**config.mk**
```make
export PLATFORM = sky130hd
export DESIGN_NAME = multi_channel_watchdog_table_top
export DESIGN_NICKNAME = d
export VERILOG_FILES = /design/src/rtl/wdt_pkg.sv /design/src/rtl/wdt_cell.sv /design/src/rtl/wdt_expiry.sv /design/src/rtl/multi_channel_watchdog_table_top.sv
export SDC_FILE = /design/constraint.sdc
export NUM_CORES = 2
export LEC_CHECK = 0
export ABC_CLOCK_PERIOD_IN_PS = 11300
export BUFFER_PORTS_ARGS = -buffer_cell sky130_fd_sc_hd__buf_2
export CORE_MARGIN = 2
export CORE_UTILIZATION = 63
export DETAILED_ROUTE_END_ITERATION = 7
export PLACE_DENSITY = 0.86
export SLEW_MARGIN = 40
export SYNTH_ARGS = -nofsm -noshare
export SYNTH_HDL_FRONTEND = slang
export SYNTH_SLANG_ARGS = --single-unit
```
**constraint.sdc**
```tcl
create_clock -name aclk -period 11.3 [get_ports aclk]
set_clock_uncertainty 0.05 [all_clocks]
set_input_delay 0.565 -clock aclk [delete_from_list [all_inputs] [get_ports aclk]]
set_output_delay 0.565 -clock aclk [all_outputs]
set_load 0.1 [all_outputs]
```
**src/rtl/wdt_pkg.sv**
```systemverilog
// Shared types, codes and constants of the watchdog channel table.
package wdt_pkg;

    localparam int WDT_SLOTS       = 8;
    localparam int WDT_MAX_RESULTS = 8;
    localparam int WDT_NREP_W      = $clog2(WDT_MAX_RESULTS + 1);

    localparam logic [1:0] ACT_TICK   = 2'd0;
    localparam logic [1:0] ACT_ADD    = 2'd1;
    localparam logic [1:0] ACT_REMOVE = 2'd2;
    localparam logic [1:0] ACT_KICK   = 2'd3;

    localparam logic [1:0] KIND_DISABLED = 2'd0;

    localparam logic RES_ACK    = 1'b0;
    localparam logic RES_EXPIRY = 1'b1;

    // One channel as held by a cell
    typedef struct packed {
        logic        occ;
        logic [31:0] id;
        logic [1:0]  kind;
        logic [31:0] tmo;
        logic [31:0] stamp;
    } wdt_entry_t;

    // Broadcast control from the sequencer to every cell
    typedef struct packed {
        logic        add;
        logic        kick;
        logic [31:0] id;
        logic [1:0]  kind;
        logic [31:0] tmo;
        logic [31:0] now;
    } wdt_ctl_t;

endpackage

```
**src/rtl/wdt_cell.sv**
```systemverilog
// One table cell: holds a channel, loads from its neighbour, takes adds and kicks.
module wdt_cell
    import wdt_pkg::*;
(
    input  logic       aclk,
    input  logic       aresetn,
    input  wdt_ctl_t   ctl,
    input  logic       load,
    input  logic       add_here,
    input  wdt_entry_t nxt_in,
    output wdt_entry_t q,
    output logic       match
);

    wdt_entry_t q_reg;
    wdt_entry_t q_next;

    assign match = q_reg.occ && (q_reg.id == ctl.id);
    assign q     = q_reg;

    always_comb begin
        q_next = q_reg;
        if (load) begin
            q_next = nxt_in;
        end else if (ctl.add && add_here) begin
            q_next.occ   = 1'b1;
            q_next.id    = ctl.id;
            q_next.kind  = ctl.kind;
            q_next.tmo   = ctl.tmo;
            q_next.stamp = ctl.now;
        end else if (ctl.kick && match) begin
            q_next.stamp = ctl.now;
        end
    end

    always_ff @(posedge aclk) begin
        if (!aresetn) begin
            q_reg <= '0;
        end else begin
            q_reg <= q_next;
        end
    end

endmodule

```
**src/rtl/wdt_expiry.sv**
```systemverilog
// Expiry test at the head of the chain: wrapping age against timeout, restamp on expiry.
module wdt_expiry
    import wdt_pkg::*;
(
    input  wdt_entry_t head,
    input  logic [31:0] now,
    output logic        fire,
    output wdt_entry_t  restamped
);

    logic [31:0] age;

    assign age  = now - head.stamp;
    assign fire = (head.kind != KIND_DISABLED) && (head.stamp != 32'd0) && (age > head.tmo);

    always_comb begin
        restamped = head;
        if (fire) begin
            restamped.stamp = now;
        end
    end

endmodule

```
**src/rtl/multi_channel_watchdog_table_top.sv**
```systemverilog
// Watchdog channel table: add, remove, kick and tick over a row of SLOTS cells.
// One item at a time. Add and kick acks pass through ST_ACK into the output register, remove acks
// through ST_RFIND, ST_RSHIFT and ST_ACK; ST_ACK waits until the output register is free.
// A tick rotates the row once through the head expiry unit in ST_TICK, then ST_TFLUSH hands on
// the last expiry; the rotation stalls while the output register cannot take a pending expiry.
// The next item is accepted once the previous result sits in the output register.
// Synchronous reset clears the whole table and the channel count at once.
module multi_channel_watchdog_table_top
    import wdt_pkg::*;
#(
    parameter int SLOTS = WDT_SLOTS
) (
    input  logic         aclk,
    input  logic         aresetn,
    input  logic         s_tvalid,
    output logic         s_tready,
    input  logic [103:0] s_tdata,  // uptime_seconds[31:0], entry_id[63:32], watch_kind[65:64],
                                   // timeout_seconds[97:66], zero fill
    input  logic [1:0]   s_tuser,  // action
    output logic         m_tvalid,
    input  logic         m_tready,
    output logic [39:0]  m_tdata,  // ok[0], fired_id[32:1], fired_kind[34:33], zero fill
    output logic         m_tuser,  // result_kind
    output logic         m_tlast
);

    localparam int CW = $clog2(SLOTS + 1);
    localparam int SW = (SLOTS > 1) ? $clog2(SLOTS) : 1;

    localparam logic [2:0] ST_IDLE   = 3'd0;
    localparam logic [2:0] ST_TICK   = 3'd1;
    localparam logic [2:0] ST_TFLUSH = 3'd2;
    localparam logic [2:0] ST_RFIND  = 3'd3;
    localparam logic [2:0] ST_RSHIFT = 3'd4;
    localparam logic [2:0] ST_ACK    = 3'd5;

    logic [31:0] in_uptime;
    logic [31:0] in_id;
    logic [1:0]  in_kind;
    logic [31:0] in_tmo;
    logic        accept;

    logic [2:0]            state_reg, state_next;
    logic [SW-1:0]         step_reg, step_next;
    logic [WDT_NREP_W-1:0] nrep_reg, nrep_next;
    logic [31:0]           now_reg, now_next;
    logic [31:0]           id_reg, id_next;
    logic                  ack_ok_reg, ack_ok_next;
    logic [SLOTS-1:0]      match_reg, match_next;
    logic [CW-1:0]         count_reg, count_next;
    logic                  pend_valid_reg, pend_valid_next;
    logic [31:0]           pend_id_reg, pend_id_next;
    logic [1:0]            pend_kind_reg, pend_kind_next;
    logic                  m_valid_reg, m_valid_next;
    logic                  o_kind_reg, o_kind_next;
    logic                  o_ok_reg, o_ok_next;
    logic [31:0]           o_id_reg, o_id_next;
    logic [1:0]            o_fkind_reg, o_fkind_next;
    logic                  o_last_reg, o_last_next;

    wdt_ctl_t   ctl;
    wdt_entry_t cell_q   [SLOTS];
    wdt_entry_t cell_nxt [SLOTS];
    logic [SLOTS-1:0] cell_match;
    logic [SLOTS-1:0] cell_load;
    logic [SLOTS-1:0] cell_add_here;
    logic [SLOTS-1:0] shift_sel;

    logic       fire;
    wdt_entry_t head_new;
    logic       o_free;
    logic       report;
    logic       need_push;
    logic       stall;

    assign in_uptime = s_tdata[31:0];
    assign in_id     = s_tdata[63:32];
    assign in_kind   = s_tdata[65:64];
    assign in_tmo    = s_tdata[97:66];

    assign s_tready = (state_reg == ST_IDLE);
    assign accept   = s_tvalid && s_tready;

    assign o_free    = !m_valid_reg || m_tready;
    assign report    = fire && (nrep_reg < WDT_NREP_W'(WDT_MAX_RESULTS));
    assign need_push = report && pend_valid_reg;
    assign stall     = need_push && !o_free;

    always_comb begin
        ctl.add  = accept && (s_tuser == ACT_ADD) && (count_reg < CW'(SLOTS));
        ctl.kick = accept && (s_tuser == ACT_KICK);
        ctl.id   = (state_reg == ST_IDLE) ? in_id : id_reg;
        ctl.kind = in_kind;
        ctl.tmo  = in_tmo;
        ctl.now  = in_uptime;
    end

    wdt_expiry u_expiry (
        .head      (cell_q[0]),
        .now       (now_reg),
        .fire      (fire),
        .restamped (head_new)
    );

    // Prefix chain: every cell at or after the first match pulls from its right neighbour
    assign shift_sel[0] = match_reg[0];
    for (genvar g = 1; g < SLOTS; g++) begin : g_sel
        assign shift_sel[g] = shift_sel[g-1] | match_reg[g];
    end

    for (genvar g = 0; g < SLOTS; g++) begin : g_cell
        if (g < SLOTS - 1) begin : g_mid
            assign cell_nxt[g] = cell_q[g+1];
        end else begin : g_end
            // wrap the restamped head round during a tick, feed an empty slot on remove
            assign cell_nxt[g] = (state_reg == ST_TICK) ? head_new : '0;
        end

        assign cell_add_here[g] = (count_reg == CW'(g));
        assign cell_load[g]     = ((state_reg == ST_TICK) && !stall) ||
                                  ((state_reg == ST_RSHIFT) && shift_sel[g]);

        wdt_cell u_cell (
            .aclk     (aclk),
            .aresetn  (aresetn),
            .ctl      (ctl),
            .load     (cell_load[g]),
            .add_here (cell_add_here[g]),
            .nxt_in   (cell_nxt[g]),
            .q        (cell_q[g]),
            .match    (cell_match[g])
        );
    end

    always_comb begin
        state_next      = state_reg;
        step_next       = step_reg;
        nrep_next       = nrep_reg;
        now_next        = now_reg;
        id_next         = id_reg;
        ack_ok_next     = ack_ok_reg;
        match_next      = match_reg;
        count_next      = count_reg;
        pend_valid_next = pend_valid_reg;
        pend_id_next    = pend_id_reg;
        pend_kind_next  = pend_kind_reg;
        m_valid_next    = m_valid_reg;
        o_kind_next     = o_kind_reg;
        o_ok_next       = o_ok_reg;
        o_id_next       = o_id_reg;
        o_fkind_next    = o_fkind_reg;
        o_last_next     = o_last_reg;

        if (m_valid_reg && m_tready) begin
            m_valid_next = 1'b0;
        end

        case (state_reg)
            ST_IDLE: begin
                if (accept) begin
                    case (s_tuser)
                        ACT_TICK: begin
                            now_next   = in_uptime;
                            step_next  = '0;
                            nrep_next  = '0;
                            state_next = ST_TICK;
                        end
                        ACT_ADD: begin
                            ack_ok_next = ctl.add;
                            if (ctl.add) begin
                                count_next = count_reg + CW'(1);
                            end
                            state_next = ST_ACK;
                        end
                        ACT_REMOVE: begin
                            id_next    = in_id;
                            state_next = ST_RFIND;
                        end
                        ACT_KICK: begin
                            ack_ok_next = 1'b1;
                            state_next  = ST_ACK;
                        end
                        default: begin
                            state_next = ST_IDLE;
                        end
                    endcase
                end
            end
            ST_RFIND: begin
                match_next = cell_match;
                state_next = ST_RSHIFT;
            end
            ST_RSHIFT: begin
                ack_ok_next = |match_reg;
                if (|match_reg) begin
                    count_next = count_reg - CW'(1);
                end
                state_next = ST_ACK;
            end
            ST_ACK: begin
                if (o_free) begin
                    m_valid_next = 1'b1;
                    o_kind_next  = RES_ACK;
                    o_ok_next    = ack_ok_reg;
                    o_id_next    = '0;
                    o_fkind_next = '0;
                    o_last_next  = 1'b1;
                    state_next   = ST_IDLE;
                end
            end
            ST_TICK: begin
                if (!stall) begin
                    // hand the held expiry on, it is not the final one
                    if (need_push) begin
                        m_valid_next = 1'b1;
                        o_kind_next  = RES_EXPIRY;
                        o_ok_next    = 1'b1;
                        o_id_next    = pend_id_reg;
                        o_fkind_next = pend_kind_reg;
                        o_last_next  = 1'b0;
                    end
                    if (report) begin
                        pend_valid_next = 1'b1;
                        pend_id_next    = cell_q[0].id;
                        pend_kind_next  = cell_q[0].kind;
                        nrep_next       = nrep_reg + WDT_NREP_W'(1);
                    end
                    step_next = step_reg + SW'(1);
                    if (step_reg == SW'(SLOTS - 1)) begin
                        step_next  = '0;
                        state_next = ST_TFLUSH;
                    end
                end
            end
            ST_TFLUSH: begin
                if (!pend_valid_reg) begin
                    state_next = ST_IDLE;
                end else if (o_free) begin
                    m_valid_next    = 1'b1;
                    o_kind_next     = RES_EXPIRY;
                    o_ok_next       = 1'b1;
                    o_id_next       = pend_id_reg;
                    o_fkind_next    = pend_kind_reg;
                    o_last_next     = 1'b1;
                    pend_valid_next = 1'b0;
                    state_next      = ST_IDLE;
                end
            end
            default: begin
                state_next = ST_IDLE;
            end
        endcase
    end

    always_ff @(posedge aclk) begin
        if (!aresetn) begin
            state_reg      <= ST_IDLE;
            step_reg       <= '0;
            nrep_reg       <= '0;
            count_reg      <= '0;
            pend_valid_reg <= 1'b0;
            m_valid_reg    <= 1'b0;
            match_reg      <= '0;
        end else begin
            state_reg      <= state_next;
            step_reg       <= step_next;
            nrep_reg       <= nrep_next;
            count_reg      <= count_next;
            pend_valid_reg <= pend_valid_next;
            m_valid_reg    <= m_valid_next;
            match_reg      <= match_next;
        end
    end

    always_ff @(posedge aclk) begin
        now_reg       <= now_next;
        id_reg        <= id_next;
        ack_ok_reg    <= ack_ok_next;
        pend_id_reg   <= pend_id_next;
        pend_kind_reg <= pend_kind_next;
        o_kind_reg    <= o_kind_next;
        o_ok_reg      <= o_ok_next;
        o_id_reg      <= o_id_next;
        o_fkind_reg   <= o_fkind_next;
        o_last_reg    <= o_last_next;
    end

    assign m_tvalid = m_valid_reg;
    assign m_tdata  = {5'd0, o_fkind_reg, o_id_reg, o_ok_reg};
    assign m_tuser  = o_kind_reg;
    assign m_tlast  = o_last_reg;

endmodule

```
==> results_dict.tcl <==
set metrics [dict create \
    cts_tree "yes" \
    largest_reg_flops 792 \
    yosysSeqAreaShare 0.444 \
    slowest_delay_ps 790 \
    antenna_found_initial 17 \
    finalPower_mw 9.44 \
    period_share 0.692 \
    cp.required_ps 11830 \
    die_width_microns 274 \
    wire_per_inst_microns 27.6 \
    place.detailed.hpwl_mm 105 \
    path_delay_family "compound AO/OA/AOI/OAI gates" \
    top_level_ports 154 \
    cts_hold_buf 0 \
    worst_skew_pair.late_latency_ps 700 \
    fmax_ghz 0.128 \
    grt_pass1_vias 40470 \
    wl_met1_mm 61.3 \
    path_common_cell "a211o_1" \
    portBuffers 142 \
    synth_edf_count 136 \
    syn_area_sq_um 46000 \
    drive_gt1_frac 0.0991 \
    cts-buffers-inserted 97 \
    fin_nets 5323 \
    nFillCells 5604 \
    post_cts_buffers 0 \
    routed_wl_mm 171 \
    cts.path.max_buffers 3 \
    htree_levels 3 \
    crit_slowest_cell "buf_4" \
    postSynthAreaPerCell_sq_um 8.69 \
    top_layer "met5" \
    final_core_util 0.696 \
    vias 43876 \
    status "finished, violations left" \
    cp.arrival_ps 8350 \
    worst-path-buf-inv 3 \
    cts_root_buffer "clkbuf_16" \
    grt_max_degree 133 \
    route.met2.wl_mm 73.2 \
    crit_chain "inv_1 > ha_1 > a2111oi_0 > o21ai_0 > a32o_1 > a31oi_1 > o21ai_0 > and2_1 > a211o_1 > a31oi_1 > xnor2_1 > ha_1 > a21o_1 > a21oi_1 > o22ai_1 > a211o_1 > a211o_1 > o21ai_4 > buf_4 > a21o_4 > buf_4 > nand2_1 > a311oi_1" \
    syn2layout_area_growth_pct 9.87 \
    drc 6 \
    finalHoldViolations 0 \
    die_y_microns 274 \
    fin_crit_ps 7820 \
    p_leak_nw 17.4 \
    post-place-cells 5998 \
    clk_pin_slew_ps 60 \
    slew_headroom 0.361 \
    cp-end-kind "register" \
    drtAntennaViolNets 0 \
    rows 99 \
    setup_viol 0 \
    grt_setup_unrepaired "no" \
    cap_violations 0 \
    cts-resized-gates 0 \
    cts.sinks 952 \
    synth_cell_type_count 80 \
    grt_usage 0.439 \
    gp_congestion 1.05 \
    core-area_sq_um 72600 \
    dr.first_iter.drc_count 6594 \
    cp_max_fo 66 \
    synth-main-ff-cell "dfxtp_1" \
    worst_pin_slew_ps 959 \
    maxSlewViolCount 0 \
    grt_pass1_wl_mm 253 \
    crit_type "register to register" \
    violations "DRC" \
    first_pass_iters 8 \
    hp-class "input port to register" \
    ir_drop_mv 0.169 \
    gr-total-overflow 0 \
    synthCells 5292 \
    synth-warning-count 0 \
    wl_met3_mm 21.6 \
    power_density_nw_per_um2 187 \
    dieArea_sq_um 75200 \
    viasPerCell 7.10 \
    synthArstFlopShare 0 \
    setup_tns_ps 0 \
    critPathLaunchType "register" \
    final_cells 6184 \
    synth_seq_cells 952 \
    initial_core_util 0.634 \
]
==> layout by cell type (no fill, tap or decap), drive strengths merged, types with 33 or more instances in the layout <==
master and instances:
a311oi 33, a221oi 112, buf 234, a222oi 42, dfxtp 816, o31ai 42, nor2 297, a31oi 40
edfxtp 136, ha 71, clkbuf 147, a211oi 115, nor4 53, and2 52, a21oi 638, nor3 47
nand2 765, mux2i 188, inv 165, mux2 46, o21ai 181, xor2 62, xnor2 185, a22oi 467
==> per-stage QoR <==
stage / worst slack (ps) / hold WS, ps / area (sq um)
detailed placement: 3310 / 393 / 47200
CTS: 3270 / 30.2 / 50400
global route: 3180 / 45.0 / 50500
floorplan: 2730 / 377 / 46000
finish: 3480 / 38.8 / 50500
global placement: 3600 / 386 / 46900
==> path summary, 6_finish.rpt <==
| kind | slack (ps) | end | from | depth (start not counted) |
|---|---|---|---|---|
| hold / removal | 40 | id_reg[1] | s_tdata[33] | 1 |
| hold reg to reg | 400 | g_cell[4].u_cell.q[61] | g_cell[4].u_cell.q[61] | 2 |
| setup / recovery | 3480 | g_cell[0].u_cell.q[16] | g_cell[0].u_cell.q[12] | 23 |
| setup reg to reg | 3480 | g_cell[0].u_cell.q[16] | g_cell[0].u_cell.q[12] | 23 |
==> worst register-to-register path, delay by kind of cell (launching register included) <==
family,cells,cell delay (ps)
buffers and inverters,3,1570
DFF,1,380
and+or+nand+nor,2,410
xor gates and xnor gates,1,180
AOI/OAI and AO/OA,15,4500
adders and majority gates,2,630
==> kinds of logic (layout without fill, tap and decap cells) <==
kind of cell / count (synthesis) / in the layout / synth area share
AO/OA/AOI/OAI: 1797 / 1797 / 0.256
AND/OR/NAND/NOR: 1335 / 1335 / 0.123
flip-flops: 952 / 952 / 0.444
buffers and inverters: 654 / 576 / 0.0564
XOR/XNOR: 247 / 247 / 0.0470
multiplexers: 234 / 234 / 0.0538
adder cells (fa/ha/maj): 72 / 72 / 0.0197
other: 1 / 12 / 0.0000815
==> cell usage after synthesis, drive strengths merged (21+ instances only) <==
cell | instances | area (sq um)
a211oi | 115 | 863
a21o | 21 | 158
a21oi | 638 | 3190
a221oi | 112 | 981
a222oi | 42 | 420
a22oi | 467 | 3510
a311oi | 33 | 289
a31oi | 40 | 250
and2 | 52 | 325
buf | 92 | 485
clkbuf | 398 | 1490
dfxtp | 816 | 16300
edfxtp | 136 | 4080
ha | 71 | 888
inv | 163 | 612
mux2 | 46 | 518
mux2i | 188 | 1960
nand2 | 765 | 2870
nand4 | 28 | 175
nor2 | 297 | 1110
nor3 | 47 | 235
nor4 | 53 | 332
o21ai | 181 | 906
o22ai | 22 | 138
o31ai | 42 | 329
xnor2 | 185 | 1620
xor2 | 62 | 543
==> metal layers <==
| layer | track usage | vias to the layer above |
|---|---|---|
| li1 | - | 18910 |
| met1 | 0.557 | 20750 |
| met2 | 0.664 | 3337 |
| met3 | 0.103 | 863 |
| met4 | 0.303 | 16 |
| met5 | 0 | - |
==> where the power goes <==
part / leakage [nW] / total [mW] / switching (mW) / internal [mW]
Sequential: 7.82 / 3.79 / 0.153 / 3.64
Clock: 1.59 / 3.27 / 1.42 / 1.86
Combinational: 8.04 / 2.38 / 1.67 / 0.704
Total: 17.4 / 9.44 / 3.24 / 6.20
==> layout make-up <==
type,instances,area (sq um),area share
clock buffer,145,2920,0.0578
antenna,7,17.5,0.000347
multi-input combinational,3690,23400,0.462
inverter,164,629,0.0125
clock inverter,31,284,0.00562
timing repair buffer,236,1700,0.0337
sequential,952,20400,0.404
tap,959,1200,0.0237
No activity file was read; power rests on OpenSTA's default activity.
